$ cat src/dual_stepper_limit_seek_controller_defines.svh
// ----------------------------------------------------------------------------
// dual stepper limit seek controller: assertion macros
// shared concurrent assertion forms, clocked on clk, disabled during reset
// ----------------------------------------------------------------------------
`ifndef DUAL_STEPPER_LIMIT_SEEK_CONTROLLER_DEFINES_SVH
`define DUAL_STEPPER_LIMIT_SEEK_CONTROLLER_DEFINES_SVH

// consequent holds in the same cycle as the antecedent
`define DSLSC_ASSERT_SAME(lbl, ante, cons, msg) \
	lbl: assert property (@(posedge clk) disable iff (!arst_n) (ante) |-> (cons)) \
		else $error(msg);

// consequent holds in the cycle after the antecedent
`define DSLSC_ASSERT_NEXT(lbl, ante, cons, msg) \
	lbl: assert property (@(posedge clk) disable iff (!arst_n) (ante) |=> (cons)) \
		else $error(msg);

`endif

$ cat src/dslsc_pkg.sv
// ----------------------------------------------------------------------------
// dslsc_pkg
// types, codes and constants of the dual stepper limit seek controller
// ----------------------------------------------------------------------------
`default_nettype none

package dslsc_pkg;

	// command codes
	localparam logic [2:0] CMD_TICK     = 3'd0;
	localparam logic [2:0] CMD_MOVE     = 3'd1;
	localparam logic [2:0] CMD_SEEK_MIN = 3'd2;
	localparam logic [2:0] CMD_SEEK_MAX = 3'd3;
	localparam logic [2:0] CMD_RELEASE  = 3'd4;

	// operation modes
	localparam logic [2:0] MODE_IDLE       = 3'd0;
	localparam logic [2:0] MODE_MOVE       = 3'd1;
	localparam logic [2:0] MODE_SEEK_STEP  = 3'd2;
	localparam logic [2:0] MODE_SEEK_CHECK = 3'd3;
	localparam logic [2:0] MODE_SEEK_DEB   = 3'd4;
	localparam logic [2:0] MODE_BK_CHECK   = 3'd5;
	localparam logic [2:0] MODE_BK_DEB     = 3'd6;

	// configuration register indexes
	localparam logic [1:0] REG_STEP_PERIOD = 2'd0;
	localparam logic [1:0] REG_DEBOUNCE    = 2'd1;
	localparam logic [1:0] REG_SEEK_MAX    = 2'd2;
	localparam logic [1:0] REG_BACKOFF_MAX = 2'd3;

	localparam logic [15:0] RST_STEP_PERIOD = 16'd2;
	localparam logic [15:0] RST_DEBOUNCE    = 16'd20;
	localparam logic [15:0] RST_SEEK_MAX    = 16'd4096;
	localparam logic [15:0] RST_BACKOFF_MAX = 16'd512;

	// phase step sizes: forward one, backward seven modulo eight
	localparam logic [2:0] PHASE_FWD = 3'd1;
	localparam logic [2:0] PHASE_REV = 3'd7;

	typedef struct packed {
		logic [15:0] step_period;
		logic [15:0] debounce;
		logic [15:0] seek_max;
		logic [15:0] backoff_max;
	} cfg_t;

	typedef struct packed {
		logic [2:0] mode;
		logic       axis;
		logic       dir_neg;
		logic       is_seek;
		logic       to_max;
	} op_ctrl_t;

	typedef struct packed {
		logic [2:0] az_phase;
		logic [2:0] el_phase;
		logic [7:0] coils;
	} drive_t;

	typedef struct packed {
		logic [3:0] az_coils;
		logic [3:0] el_coils;
		logic       busy_res;
		logic       done_res;
		logic       success;
	} result_t;

	// half-step coil pattern, bit0 is IN1
	function automatic logic [3:0] phase_bits(input logic [2:0] ph);
		logic [3:0] b;
		unique case (ph)
			3'd0: b = 4'b0001;
			3'd1: b = 4'b0011;
			3'd2: b = 4'b0010;
			3'd3: b = 4'b0110;
			3'd4: b = 4'b0100;
			3'd5: b = 4'b1100;
			3'd6: b = 4'b1000;
			3'd7: b = 4'b1001;
			default: b = 4'b0000;
		endcase
		return b;
	endfunction

endpackage

`default_nettype wire

$ cat src/dslsc_if.sv
// ----------------------------------------------------------------------------
// dslsc_in_if / dslsc_out_if
// valid/ready channels carrying command words and result words
// ----------------------------------------------------------------------------
`default_nettype none

interface dslsc_in_if;
	logic               valid;
	logic               ready;
	logic [2:0]         cmd;
	logic               axis;
	logic signed [15:0] step_count;
	logic               az_min_hit;
	logic               az_max_hit;
	logic               el_min_hit;
	logic               el_max_hit;

	modport source (
		output valid, cmd, axis, step_count, az_min_hit, az_max_hit, el_min_hit, el_max_hit,
		input  ready
	);
	modport sink (
		input  valid, cmd, axis, step_count, az_min_hit, az_max_hit, el_min_hit, el_max_hit,
		output ready
	);
endinterface

interface dslsc_out_if;
	logic       valid;
	logic       ready;
	logic [3:0] az_coils;
	logic [3:0] el_coils;
	logic       busy_res;
	logic       done_res;
	logic       success;

	modport source (
		output valid, az_coils, el_coils, busy_res, done_res, success,
		input  ready
	);
	modport sink (
		input  valid, az_coils, el_coils, busy_res, done_res, success,
		output ready
	);
endinterface

`default_nettype wire

$ cat src/dslsc_step.sv
// ----------------------------------------------------------------------------
// dslsc_step
// next-state and result logic for one command or tick word
// ----------------------------------------------------------------------------
`default_nettype none

module dslsc_step
	import dslsc_pkg::*;
#(
	parameter int COUNT_WIDTH = 16
) (
	input  cfg_t                    cfg,
	input  op_ctrl_t                cur_ctrl,
	input  drive_t                  cur_drive,
	input  logic [COUNT_WIDTH-1:0]  cur_steps,
	input  logic [COUNT_WIDTH-1:0]  cur_wait,
	input  logic [2:0]              cmd,
	input  logic                    axis,
	input  logic [15:0]             step_count,
	input  logic [3:0]              sw,
	output op_ctrl_t                nxt_ctrl,
	output drive_t                  nxt_drive,
	output logic [COUNT_WIDTH-1:0]  nxt_steps,
	output logic [COUNT_WIDTH-1:0]  nxt_wait,
	output result_t                 res
);

	logic        lim_fwd, lim_away, lim_tgt;
	logic        neg;
	logic [15:0] mag;
	logic        do_bk_check, do_bk_step, do_adv, adv_neg, do_fin, fin_ok;
	logic        done, ok;
	logic [2:0]  ph;

	// switch toward travel, switch behind travel, seek target switch
	assign lim_fwd  = sw[{cur_ctrl.axis, ~cur_ctrl.dir_neg}];
	assign lim_away = sw[{cur_ctrl.axis, cur_ctrl.dir_neg}];
	assign lim_tgt  = sw[{cur_ctrl.axis, cur_ctrl.to_max}];

	assign neg = step_count[15];
	assign mag = neg ? 16'(~step_count + 16'd1) : step_count;

	always_comb begin
		nxt_ctrl    = cur_ctrl;
		nxt_drive   = cur_drive;
		nxt_steps   = cur_steps;
		nxt_wait    = cur_wait;
		do_bk_check = 1'b0;
		do_bk_step  = 1'b0;
		do_adv      = 1'b0;
		adv_neg     = 1'b0;
		do_fin      = 1'b0;
		fin_ok      = 1'b0;
		done        = 1'b0;
		ok          = 1'b0;
		ph          = 3'd0;

		if (cmd == CMD_TICK) begin
			if (cur_ctrl.mode != MODE_IDLE) begin
				if (cur_wait != '0) begin
					nxt_wait = cur_wait - 1'b1;
				end else begin
					unique case (cur_ctrl.mode) inside
						MODE_MOVE: begin
							if (cur_steps == '0) begin
								do_fin = 1'b1;
								fin_ok = 1'b1;
							end else if (lim_fwd) begin
								nxt_steps     = COUNT_WIDTH'(cfg.backoff_max);
								nxt_ctrl.mode = MODE_BK_CHECK;
								do_bk_check   = 1'b1;
							end else begin
								do_adv  = 1'b1;
								adv_neg = cur_ctrl.dir_neg;
							end
						end
						MODE_SEEK_STEP, MODE_SEEK_CHECK, MODE_SEEK_DEB: begin
							if (cur_ctrl.mode != MODE_SEEK_STEP && lim_tgt) begin
								if (cur_ctrl.mode == MODE_SEEK_CHECK) begin
									nxt_wait      = COUNT_WIDTH'(cfg.debounce);
									nxt_ctrl.mode = MODE_SEEK_DEB;
								end else begin
									nxt_steps     = COUNT_WIDTH'(cfg.backoff_max);
									nxt_ctrl.mode = MODE_BK_CHECK;
									do_bk_check   = 1'b1;
								end
							end else if (cur_steps == '0) begin
								// search exhausted
								do_fin = 1'b1;
							end else begin
								do_adv        = 1'b1;
								adv_neg       = cur_ctrl.dir_neg;
								nxt_ctrl.mode = MODE_SEEK_CHECK;
							end
						end
						MODE_BK_CHECK: do_bk_check = 1'b1;
						MODE_BK_DEB: begin
							if (!lim_fwd) begin
								do_fin = 1'b1;
								fin_ok = cur_ctrl.is_seek;
							end else begin
								do_bk_step = 1'b1;
							end
						end
						default: nxt_ctrl.mode = MODE_IDLE;
					endcase
				end
			end
		end else if (cur_ctrl.mode == MODE_IDLE) begin
			case (cmd) inside
				CMD_MOVE: begin
					nxt_ctrl.axis    = axis;
					nxt_ctrl.dir_neg = neg;
					nxt_ctrl.is_seek = 1'b0;
					nxt_ctrl.to_max  = 1'b0;
					nxt_steps        = COUNT_WIDTH'(mag);
					nxt_wait         = '0;
					if (COUNT_WIDTH'(mag) == '0) begin
						do_fin = 1'b1;
						fin_ok = 1'b1;
					end else begin
						nxt_ctrl.mode = MODE_MOVE;
					end
				end
				CMD_SEEK_MIN, CMD_SEEK_MAX: begin
					if (step_count == 16'd0) begin
						// zero seek only reports the target switch
						done = 1'b1;
						ok   = sw[{axis, cmd == CMD_SEEK_MAX}];
					end else begin
						nxt_ctrl.axis    = axis;
						nxt_ctrl.dir_neg = neg;
						nxt_ctrl.is_seek = 1'b1;
						nxt_ctrl.to_max  = (cmd == CMD_SEEK_MAX);
						nxt_steps        = COUNT_WIDTH'(cfg.seek_max);
						nxt_wait         = '0;
						nxt_ctrl.mode    = MODE_SEEK_STEP;
					end
				end
				CMD_RELEASE: nxt_drive.coils = 8'h00;
				default: ;
			endcase
		end

		// back-off check: release axis, then end, debounce or step away
		if (do_bk_check) begin
			if (cur_ctrl.axis) nxt_drive.coils[7:4] = 4'h0;
			else               nxt_drive.coils[3:0] = 4'h0;
			if (nxt_steps == '0) begin
				do_fin = 1'b1;
				fin_ok = cur_ctrl.is_seek;
			end else if (!lim_fwd) begin
				nxt_wait      = COUNT_WIDTH'(cfg.debounce);
				nxt_ctrl.mode = MODE_BK_DEB;
			end else begin
				do_bk_step = 1'b1;
			end
		end

		// step away, aborts when the opposite switch is active too
		if (do_bk_step) begin
			if (lim_away) begin
				do_fin = 1'b1;
				fin_ok = cur_ctrl.is_seek;
			end else begin
				do_adv        = 1'b1;
				adv_neg       = ~cur_ctrl.dir_neg;
				nxt_ctrl.mode = MODE_BK_CHECK;
			end
		end

		if (do_adv) begin
			ph = nxt_ctrl.axis ? nxt_drive.el_phase : nxt_drive.az_phase;
			ph = ph + (adv_neg ? PHASE_REV : PHASE_FWD);
			if (nxt_ctrl.axis) begin
				nxt_drive.el_phase    = ph;
				nxt_drive.coils[7:4]  = phase_bits(ph);
			end else begin
				nxt_drive.az_phase    = ph;
				nxt_drive.coils[3:0]  = phase_bits(ph);
			end
			if (nxt_steps != '0) nxt_steps = nxt_steps - 1'b1;
			nxt_wait = COUNT_WIDTH'(cfg.step_period);
		end

		if (do_fin) begin
			if (nxt_ctrl.axis) nxt_drive.coils[7:4] = 4'h0;
			else               nxt_drive.coils[3:0] = 4'h0;
			nxt_ctrl.mode = MODE_IDLE;
			nxt_wait      = '0;
			done          = 1'b1;
			ok            = fin_ok;
		end
	end

	assign res.az_coils = nxt_drive.coils[3:0];
	assign res.el_coils = nxt_drive.coils[7:4];
	assign res.busy_res = (nxt_ctrl.mode != MODE_IDLE);
	assign res.done_res = done;
	assign res.success  = done & ok;

endmodule

`default_nettype wire

$ cat src/dslsc_outbuf.sv
// ----------------------------------------------------------------------------
// dslsc_outbuf
// two-entry output buffer: result register plus skid register
// ----------------------------------------------------------------------------
`default_nettype none

`include "dual_stepper_limit_seek_controller_defines.svh"

module dslsc_outbuf
	import dslsc_pkg::*;
(
	input  logic    clk,
	input  logic    arst_n,
	input  logic    in_valid,
	output logic    in_ready,
	input  result_t in_data,
	output logic    out_valid,
	input  logic    out_ready,
	output result_t out_data
);

	logic    main_valid_q, skid_valid_q;
	result_t main_q, skid_q;
	logic    in_fire;

	assign in_ready  = ~skid_valid_q;
	assign in_fire   = in_valid & in_ready;
	assign out_valid = main_valid_q;
	assign out_data  = main_q;

	always_ff @(posedge clk or negedge arst_n) begin
		if (!arst_n) begin
			main_valid_q <= 1'b0;
			skid_valid_q <= 1'b0;
		end else if (out_ready || !main_valid_q) begin
			main_valid_q <= skid_valid_q | in_fire;
			skid_valid_q <= 1'b0;
		end else if (in_fire) begin
			skid_valid_q <= 1'b1;
		end
	end

	always_ff @(posedge clk) begin
		if (out_ready || !main_valid_q) begin
			main_q <= skid_valid_q ? skid_q : in_data;
		end else if (in_fire) begin
			skid_q <= in_data;
		end
	end

	`DSLSC_ASSERT_SAME(a_skid_behind_main, skid_valid_q, main_valid_q,
		"skid word held with empty result register")
	`DSLSC_ASSERT_NEXT(a_stall_holds, main_valid_q && !out_ready,
		main_valid_q && $stable(main_q), "stalled result word changed")
	`DSLSC_ASSERT_NEXT(a_skid_drains, skid_valid_q && out_ready, !skid_valid_q,
		"skid word kept after result word taken")

endmodule

`default_nettype wire

$ cat src/dual_stepper_limit_seek_controller.sv
// ----------------------------------------------------------------------------
// dual_stepper_limit_seek_controller
// half-step drive of two four-coil steppers with limit seek and back-off
// ----------------------------------------------------------------------------
// Usage:
//   item   : command or tick word (cmd, axis, step_count) plus the four limit
//            switch levels, valid/ready, taken when both are high
//   result : one word per item: coil bits of both axes, busy, done, success
//   cfg_*  : register port, written by user only while block is idle, unchecked
// Each tick advances the running operation by one count or one check;
// commands other than tick are ignored while busy.
// Each item's result word is registered in the result or skid register.
// Throughput: one item per cycle while item.ready is high, the operation state
// register feeding a single pass of next-state logic into the output buffer.
// A two-word output buffer lets one more item in while a result is stalled;
// item.ready drops only when both words are held.
// Reset: both phases zero, coils released, no operation running, the
// registers at their defaults (period 2, debounce 20, seek 4096, back-off 512).
// ----------------------------------------------------------------------------
`default_nettype none

`include "dual_stepper_limit_seek_controller_defines.svh"

module dual_stepper_limit_seek_controller
	import dslsc_pkg::*;
#(
	parameter int COUNT_WIDTH = 16
) (
	input  logic        clk,
	input  logic        arst_n,
	dslsc_in_if.sink    item,
	dslsc_out_if.source result,
	input  logic        cfg_we,
	input  logic [1:0]  cfg_index,
	input  logic [15:0] cfg_data
);

	cfg_t                   cfg_q;
	op_ctrl_t               ctrl_q, nxt_ctrl;
	drive_t                 drive_q, nxt_drive;
	logic [COUNT_WIDTH-1:0] steps_q, wait_q, nxt_steps, nxt_wait;
	result_t                step_res, out_data;
	logic                   in_ready, item_fire;

	assign item.ready = in_ready;
	assign item_fire  = item.valid & in_ready;

	always_ff @(posedge clk or negedge arst_n) begin
		if (!arst_n) begin
			cfg_q.step_period <= RST_STEP_PERIOD;
			cfg_q.debounce    <= RST_DEBOUNCE;
			cfg_q.seek_max    <= RST_SEEK_MAX;
			cfg_q.backoff_max <= RST_BACKOFF_MAX;
		end else if (cfg_we) begin
			unique case (cfg_index)
				REG_STEP_PERIOD: cfg_q.step_period <= cfg_data;
				REG_DEBOUNCE:    cfg_q.debounce    <= cfg_data;
				REG_SEEK_MAX:    cfg_q.seek_max    <= cfg_data;
				REG_BACKOFF_MAX: cfg_q.backoff_max <= cfg_data;
				default: ;
			endcase
		end
	end

	always_ff @(posedge clk or negedge arst_n) begin
		if (!arst_n) begin
			ctrl_q  <= '{mode: MODE_IDLE, default: '0};
			drive_q <= '0;
			steps_q <= '0;
			wait_q  <= '0;
		end else if (item_fire) begin
			ctrl_q  <= nxt_ctrl;
			drive_q <= nxt_drive;
			steps_q <= nxt_steps;
			wait_q  <= nxt_wait;
		end
	end

	dslsc_step #(
		.COUNT_WIDTH(COUNT_WIDTH)
	) u_step (
		.cfg        (cfg_q),
		.cur_ctrl   (ctrl_q),
		.cur_drive  (drive_q),
		.cur_steps  (steps_q),
		.cur_wait   (wait_q),
		.cmd        (item.cmd),
		.axis       (item.axis),
		.step_count (item.step_count),
		.sw         ({item.el_max_hit, item.el_min_hit, item.az_max_hit, item.az_min_hit}),
		.nxt_ctrl   (nxt_ctrl),
		.nxt_drive  (nxt_drive),
		.nxt_steps  (nxt_steps),
		.nxt_wait   (nxt_wait),
		.res        (step_res)
	);

	dslsc_outbuf u_outbuf (
		.clk       (clk),
		.arst_n    (arst_n),
		.in_valid  (item.valid),
		.in_ready  (in_ready),
		.in_data   (step_res),
		.out_valid (result.valid),
		.out_ready (result.ready),
		.out_data  (out_data)
	);

	assign result.az_coils = out_data.az_coils;
	assign result.el_coils = out_data.el_coils;
	assign result.busy_res = out_data.busy_res;
	assign result.done_res = out_data.done_res;
	assign result.success  = out_data.success;

	`DSLSC_ASSERT_NEXT(a_idle_tick_stays, item_fire && item.cmd == CMD_TICK &&
		ctrl_q.mode == MODE_IDLE, ctrl_q.mode == MODE_IDLE, "tick started an operation")
	`DSLSC_ASSERT_NEXT(a_wait_holds_mode, item_fire && item.cmd == CMD_TICK &&
		ctrl_q.mode != MODE_IDLE && wait_q != '0,
		ctrl_q.mode == $past(ctrl_q.mode) && steps_q == $past(steps_q),
		"operation advanced while waiting")
	`DSLSC_ASSERT_SAME(a_done_not_busy, result.valid && result.done_res,
		!result.busy_res, "finished word still reports busy")

endmodule

`default_nettype wire
$ cat src/flat_wrapper.sv
// flat-port wrapper written by rule: the top's interface ports become plain ports
module dual_stepper_limit_seek_controller_flat import dslsc_pkg::*;
#(
	parameter int COUNT_WIDTH = 16
)
  (clk, arst_n, cfg_we, cfg_index, cfg_data, item_valid, item_cmd, item_axis, item_step_count, item_az_min_hit, item_az_max_hit, item_el_min_hit, item_el_max_hit, item_ready, result_valid, result_az_coils, result_el_coils, result_busy_res, result_done_res, result_success, result_ready);
  dslsc_in_if item_i ();
  dslsc_out_if result_i ();
  input  logic clk;
  input  logic arst_n;
  input  logic cfg_we;
  input  logic [1:0] cfg_index;
  input  logic [15:0] cfg_data;
  input wire logic [$bits(item_i.valid)-1:0] item_valid;
  input wire logic [$bits(item_i.cmd)-1:0] item_cmd;
  input wire logic [$bits(item_i.axis)-1:0] item_axis;
  input wire logic [$bits(item_i.step_count)-1:0] item_step_count;
  input wire logic [$bits(item_i.az_min_hit)-1:0] item_az_min_hit;
  input wire logic [$bits(item_i.az_max_hit)-1:0] item_az_max_hit;
  input wire logic [$bits(item_i.el_min_hit)-1:0] item_el_min_hit;
  input wire logic [$bits(item_i.el_max_hit)-1:0] item_el_max_hit;
  output wire logic [$bits(item_i.ready)-1:0] item_ready;
  output wire logic [$bits(result_i.valid)-1:0] result_valid;
  output wire logic [$bits(result_i.az_coils)-1:0] result_az_coils;
  output wire logic [$bits(result_i.el_coils)-1:0] result_el_coils;
  output wire logic [$bits(result_i.busy_res)-1:0] result_busy_res;
  output wire logic [$bits(result_i.done_res)-1:0] result_done_res;
  output wire logic [$bits(result_i.success)-1:0] result_success;
  input wire logic [$bits(result_i.ready)-1:0] result_ready;
  assign item_i.valid = item_valid;
  assign item_i.cmd = item_cmd;
  assign item_i.axis = item_axis;
  assign item_i.step_count = item_step_count;
  assign item_i.az_min_hit = item_az_min_hit;
  assign item_i.az_max_hit = item_az_max_hit;
  assign item_i.el_min_hit = item_el_min_hit;
  assign item_i.el_max_hit = item_el_max_hit;
  assign item_ready = item_i.ready;
  assign result_valid = result_i.valid;
  assign result_az_coils = result_i.az_coils;
  assign result_el_coils = result_i.el_coils;
  assign result_busy_res = result_i.busy_res;
  assign result_done_res = result_i.done_res;
  assign result_success = result_i.success;
  assign result_i.ready = result_ready;
  dual_stepper_limit_seek_controller #(.COUNT_WIDTH(COUNT_WIDTH)) u_core (.clk(clk), .arst_n(arst_n), .item(item_i), .result(result_i), .cfg_we(cfg_we), .cfg_index(cfg_index), .cfg_data(cfg_data));
endmodule
$ cat config.mk
export PLATFORM = sky130hd
export DESIGN_NAME = dual_stepper_limit_seek_controller_flat
export DESIGN_NICKNAME = d
export VERILOG_FILES = /design/src/dslsc_pkg.sv /design/src/dslsc_if.sv /design/src/dslsc_step.sv /design/src/dslsc_outbuf.sv /design/src/dual_stepper_limit_seek_controller.sv /design/src/flat_wrapper.sv
export VERILOG_INCLUDE_DIRS = /design/src /design/src/src
export SDC_FILE = /design/constraint.sdc
export NUM_CORES = 1
export LEC_CHECK = 0
export ABC_AREA = 1
export BUFFER_PORTS_ARGS = -buffer_cell sky130_fd_sc_hd__clkbuf_2
export CORE_ASPECT_RATIO = 0.9
export CORE_MARGIN = 1.5
export CORE_UTILIZATION = 55
export CTS_BUF_LIST = sky130_fd_sc_hd__clkbuf_16
export CTS_CLUSTER_DIAMETER = 100
export CTS_CLUSTER_SIZE = 28
export DETAILED_ROUTE_END_ITERATION = 10
export HOLD_SLACK_MARGIN = 0.12
export PLACE_DENSITY = 0.78
export SLEW_MARGIN = 15
export SYNTH_ARGS = -nofsm -noshare
export SYNTH_HDL_FRONTEND = slang
export SYNTH_SLANG_ARGS = --single-unit
export TNS_END_PERCENT = 10
$ cat constraint.sdc
create_clock -name clk -period 3.9 [get_ports clk]
set_input_delay 0 -clock clk [delete_from_list [all_inputs] [get_ports clk]]
set_output_delay 0 -clock clk [all_outputs]
set_load 0.02 [all_outputs]
# == Yosys cells after proc, flatten, opt, wreduce, memory -nomap -nowiden ==
# Memory sizes are Yosys's and may differ from the RTL's.
# Cells that the tools add are included.
# W data, S select, Z words.
# totals
reg_bits,141
latch_bits,0
ramBits,0
romBits,64
in_bits,47
out_inout_bits,13
memories,2
# classes
add_sub_neg,4
n_mul,0
div_mod_pow,0
magnitude_cmp,4
n_eq_ne,15
shifts,0
muxes,147
bitwise,9
reduce_logical,27
# mem_list
memory,words,width,rd,rd_ports_with_merged_regs,write_ports,line,source
(name not given),8,4,1,0,0,dslsc_pkg.sv:72,unique case (ph)
(name not given),8,4,1,0,0,dslsc_pkg.sv:72,
# ops
operator,count
$mux W16,29
$mux W1,71
$logic_not A16 Y1,4
$mux W8,8
$mux W3,16
$pmux W16 S2,1
$reduce_bool A16 Y1,2
$sub A16 B1 Y16 const B,2
$mux W4,7
$mux W7,4
$add A16 B1 Y16 const B,1
$not A16 Y16,1
$eq A3 B2 Y1 const B,4
$eq A3 B3 Y1 const B,4
$lt A2 B3 Y1 const B,4
$mux W11,1
$reduce_and A2 Y1,5
$pmux W3 S3,1
$bmux W1 S2,4
$eq A3 B1 Y1 const B,2
$logic_not A3 Y1,2
$pmux W1 S2,3
$pmux W1 S3,2
$reduce_and A3 Y1,2
other kinds (17),26

# == Depth between registers and ports, before layout ==
# An unclocked memory read counts as a cell.
# depth
depth_word,21
ltp_mapped,35
depth_no_buf,35

# == Cells and area by module ==
# From an unflattened synthesis, not the netlist that was laid out.
# unflattened
hier_cells,1480
area_unflattened_um2,10113.4
# by_module_without_submodules
module,instances,cells_per_inst,area_each_um2,seq_area_each_um2
dual_stepper_limit_seek_controller,1,515,4684.5,2934.1
dslsc_step,1,898,4545.6,0.0
dslsc_outbuf,1,67,883.3,710.7

# == Worst setup path after synthesis ==
# No wires, ideal clock.
# synth_path
path_kind,register -> register
startpoint,register u_core.wait_q[0]
endpoint,register u_core.u_outbuf.main_q (netlist bit u_core.u_outbuf.out_data[5]) (data pin)
arrival_time_ns,3.750
t_required_ns,3.647
slack_ns,-0.103
stages_incl_launch_ff,33
path_buffers,0
period_less_slack_ns,4.003
path_cell_list,dfrtp_1 -> inv_1 -> ha_1 -> nand3_1 -> nor2_4 -> nand3_4 -> nor2_4 -> nand3_2 -> nand2_2 -> nand2_4 -> nand2_1 -> nand3_1 -> inv_1 -> ha_1 -> nand3_1 -> nor2_2 -> nand2_1 -> nor2_4 -> nand2_4 -> nand2_4 -> nand2_4 -> nand3_2 -> nand2_2 -> fa_1 -> inv_1 -> xor2_1 -> nand3_2 -> nand2_4 -> nand2_1 -> nand2_1 -> nand2_1 -> nand3_1 -> nand2_1
# synth_via
elab_chain_len,16
elab_cells_between_ends,40
# synth_rtl
element,line,source
from (decl),dual_stepper_limit_seek_controller.sv:41,"logic [COUNT_WIDTH-1:0] steps_q, wait_q, nxt_steps, nxt_wait;"
from (signal assigned),dual_stepper_limit_seek_controller.sv:75,wait_q <= nxt_wait;
$reduce_bool A16 Y1 (*),dslsc_step.sv:60,if (cur_wait != '0) begin
$mux W16 / $mux W1 (equally long branches),dslsc_step.sv:60,
$mux W16 / $mux W1 (equally long branches),dslsc_step.sv:59,if (cur_ctrl.mode != MODE_IDLE) begin
$mux W16 / $mux W1 (equally long branches),dslsc_step.sv:58,if (cmd == CMD_TICK) begin
$logic_not A16 Y1 / $mux W1 (equally long branches),"dslsc_step.sv:149, dslsc_step.sv:152",
$mux W1,dslsc_step.sv:149,if (nxt_steps == '0) begin
$mux W1,dslsc_step.sv:146,if (do_bk_check) begin
$mux W1,dslsc_step.sv:161,if (do_bk_step) begin
$mux W3,dslsc_step.sv:174,ph = ph + (adv_neg ? PHASE_REV : PHASE_FWD);
$add A3 B3 Y3,dslsc_step.sv:174,
$mem_v2 Z8 W4,n/a,
$mux W4,dslsc_step.sv:175,if (nxt_ctrl.axis) begin
$mux W8,dslsc_step.sv:172,if (do_adv) begin
$mux W4,dslsc_step.sv:187,if (nxt_ctrl.axis) nxt_drive.coils[7:4] = 4'h0;
$mux W8 (*),dslsc_step.sv:186,if (do_fin) begin
$mux W11 (*),dslsc_outbuf.sv:45,main_q <= skid_valid_q ? skid_q : in_data;
to (signal assigned),dslsc_outbuf.sv:45,
to (decl),dslsc_outbuf.sv:23,"result_t main_q, skid_q;"
# Mark *: on every way between the ends. The rest lies on a longest branch, timed or not.
# A chain may end at the register's enable or synchronous reset.

==> flow_summary.json <==
{
  "status": "complete, but fails checks",
  "failed_checks": "negative setup slack",
  "rrSetupSlack_ps": -130,
  "sw_frac_of_total_pct": 46.8,
  "skew_ps": 14.9,
  "placementRows": 46,
  "async_reset_ff_share_pct": 84.4,
  "p_sw_mw": 4.28,
  "hpwl_um": 24500,
  "power_density_mw_per_mm2": 730,
  "area_delta_synth_final_pct": 25.5,
  "cts-buffers-inserted": 17,
  "synth_top_area_share_pct": 28.6,
  "fin_cells": 1920,
  "synth_top_area_cell": "dfrtp_1",
  "chipWidth_um": 145,
  "core_mm2": 0.0177,
  "arrival_ps": 4210,
  "vias": 10900,
  "yosys_warnings": 0,
  "power_frac_comb_pct": 59.4,
  "min_period_over_period_pct": 103,
  "drc": 0,
  "gp_congestion": 0.992,
  "setup_viol_count_final": 16,
  "peakVddDrop_mv": 0.431,
  "start_util_pct": 56.5,
  "start_kind": "register",
  "crit_slowest_cell": "dfrtp_1",
  "cts.path.max_buffers": 2,
  "min_period_ps": 4030,
  "cts-htree-levels": 4,
  "layout-drive-gt1-share_pct": 23.8,
  "grt_pass1_vias": 10300,
  "synth_edf_count": 22,
  "syn_inst": 1461,
  "grt_pass1_wl_um": 53900,
  "cts_tree": "built",
  "hold_violations": 0,
  "fill_cells": 1463,
  "synthTopCellsByArea": "dfrtp_1, nand2_1, o21ai_0",
  "drtIter0Drc": 1165,
  "cpMostUsedCell": "nand2_4",
  "slew_headroom_pct": 27.3,
  "syn_area_mm2": 0.00998,
  "grt_max_degree": 64,
  "worst_pin_slew_ps": 1090,
  "crit_path_end": "u_core.u_outbuf.out_data[7]$_DFFE_PN_",
  "cts.reportedPaths.clkPinSlew_ps": 70,
  "grt.total_usage_pct": 36.6,
  "place_inst": 1847,
  "ant_nets": 0,
  "placed_cell_area_mm2": 0.0114,
  "drt-total-wl_um": 34000,
  "max_freq_ghz": 0.248,
  "critPathMaxFanout": 5,
  "seqCellArea_mm2": 0.00365,
  "setup_tns_ps": -1270,
  "avgRoutedWirePerCell_um": 17.7,
  "fin_nets": 1722,
  "ys_seq_area_share_pct": 36.5,
  "rr_worst_depth": 30,
  "r2r_end": "u_core.u_outbuf.out_data[7]$_DFFE_PN_",
  "drv_slew": 0,
  "syn_area_per_cell_um2": 6.83,
  "rsz0062_at_grt": "yes",
  "yosysMostFrequentCell": "nand2_1",
  "hold_path.class": "input pin to register",
  "reg2reg_from": "u_core.wait_q[0]$_DFFE_PN0P_",
  "synth_commonest_cells": "nand2_1, inv_1, o21ai_0, nand3_1, dfrtp_1",
  "portBuffers": 59,
  "ys_types": 59,
  "ys_seq_elements": 141,
  "antenna_found_initial": 0,
  "startpoint": "u_core.wait_q[0]$_DFFE_PN0P_",
  "ios": 60,
  "final_cell_area_mm2": 0.0125,
  "viasPerCell": 5.70,
  "die_height_um": 131,
  "crit_type": "register to register",
  "synthFlopType": "dfrtp_1",
  "max_stage_delay_ps": 390,
  "clk_latency_ps": 430,
  "cts_sinks": 141,
  "intPower_mw": 4.86,
  "pwr-share-clk_pct": 17.8,
  "clockRootBuffer": "clkbuf_16",
  "grt.overflow.total": 0,
  "syn-num-nets": 1516,
  "seqPwrFrac_pct": 22.8,
  "maxCapViolations": 0,
  "end_kind": "register",
  "leakagePower_nw": 6.39,
  "first_pass_iters": 5,
  "layout_setup_ws_ps": -128,
  "required_ps": 4090,
  "antenna_cells": 0,
  "dieArea_mm2": 0.0190,
  "multi_input_area_mm2": 0.00561
}
## layer usage
| metal | GRT usage, % | share of wire, % |
|---|---|---|
| met4 | 15.1 | 3.1 |
| met1 | 48.6 | 42 |
| met5 | 0 | 0 |
| met2 | 57.1 | 44 |
| met3 | 9.97 | 11 |
## sequential cells by signal, summed over array words and instances, names as in the netlist
| signal | flops |
|---|---|
| u_core.drive_q | 14 |
| u_core.wait_q | 16 |
| u_core.u_outbuf.skid_q | 11 |
| u_core.u_outbuf.skid_valid_q | 1 |
| u_core.u_outbuf.out_valid | 1 |
| u_core.cfg_q | 64 |
| u_core.u_outbuf.out_data | 11 |
| u_core.ctrl_q | 7 |
| u_core.steps_q | 16 |
## logic make-up after synthesis
logic type	count (synthesis)	share of synthesized area, %
xor+xnor	19	1.67
buf+inv	219	9.27
compound gates	247	13.4
fa+ha+maj	8	1.08
mux	1	0.100
simple gates	826	38.0
flops	141	36.5
## how the worst min path moves through the flow
stage	start	end	slack, ps	depth (start not counted)
global route	item_cmd[2]	u_core.ctrl_q[2]$_DFFE_PN0P_	210	4
global placement	arst_n	u_core.steps_q[15]$_DFFE_PN0P_	170	1
finish	item_cmd[1]	u_core.ctrl_q[0]$_DFFE_PN0P_	160	5
CTS	item_cmd[1]	u_core.ctrl_q[0]$_DFFE_PN0P_	120	5
floorplan	arst_n	u_core.cfg_q[0]$_DFFE_PN0P_	-300	0
detailed placement	arst_n	u_core.steps_q[15]$_DFFE_PN0P_	180	1
## worst max-delay path, delay by kind of cell, from the launching register on
family	cells	cell delay, ps
AO/OA/AOI/OAI	1	70
XOR/XNOR	1	200
adder cells (fa/ha/maj)	3	650
buffers and inverters	2	160
flip-flops	1	390
AND/OR/NAND/NOR	23	2320
## placed cells by master, fill, tap and decap left out, types with 7 or more instances in the layout
| cell type | n |
|---|---|
| nand2_2 | 32 |
| clkbuf_2 | 58 |
| nor3_1 | 15 |
| o21ai_0 | 143 |
| dfrtp_1 | 111 |
| nand3_4 | 7 |
| inv_1 | 142 |
| o21ai_1 | 23 |
| buf_4 | 153 |
| clkbuf_16 | 18 |
| nand3_1 | 107 |
| xor2_1 | 14 |
| nand2_1 | 467 |
| nor2_1 | 90 |
| nand2_4 | 14 |
| nor4_1 | 10 |
| a21oi_1 | 40 |
| dlygate4sd3_1 | 20 |
| nand4_1 | 29 |
| nand3_2 | 14 |
| edfxtp_1 | 22 |
| inv_2 | 25 |
| nor2_2 | 14 |
| nor2_4 | 13 |
## power by group through the flow
stage / combinational [mW] / sequential (mW) / clock [mW]
3_5_place_dp: 4.93 / 2.09 / 0
3_3_place_gp: 4.88 / 2.08 / 0
2_1_floorplan: 3.08 / 2.10 / 0
6_report: 5.43 / 2.09 / 1.63
4_1_cts: 5.10 / 2.07 / 1.63
5_1_grt: 5.92 / 2.12 / 1.70
## through the flow
step | hold WS (ps) | setup WS (ps) | utilization (%) | total power, mW
floorplan | -296 | -3.94 | - | 5.18
global placement | 167 | -48.5 | 64.5 | 6.96
detailed placement | 178 | -149 | 64.5 | 7.02
CTS | 124 | 0.398 | 69.7 | 8.80
global route | 206 | -333 | 70.9 | 9.74
finish | 159 | -128 | 70.9 | 9.14
## repair_timing
| action | CTS | global route |
|---|---|---|
| pin swaps | 12 | 20 |
| endpoints found under the setup margin | 20 | 33 |
| setup buffers | 10 | 11 |
| gates cloned | 0 | 0 |
| resized for setup | 15 | 36 |
| hold buffers | 20 | 0 |
| hold endpoints to repair | 130 | 0 |
## final cells by class
| cell class | instances | share of cell area (%) |
|---|---|---|
| clock inverters | 14 | 1.10 |
| multi-input cells | 1101 | 44.8 |
| clock buffers | 18 | 3.60 |
| inverters | 170 | 5.17 |
| flip-flops and latches | 141 | 29.1 |
| well taps | 240 | 2.40 |
| repair buffers | 236 | 13.8 |
Power figures use the tool's default switching activity.
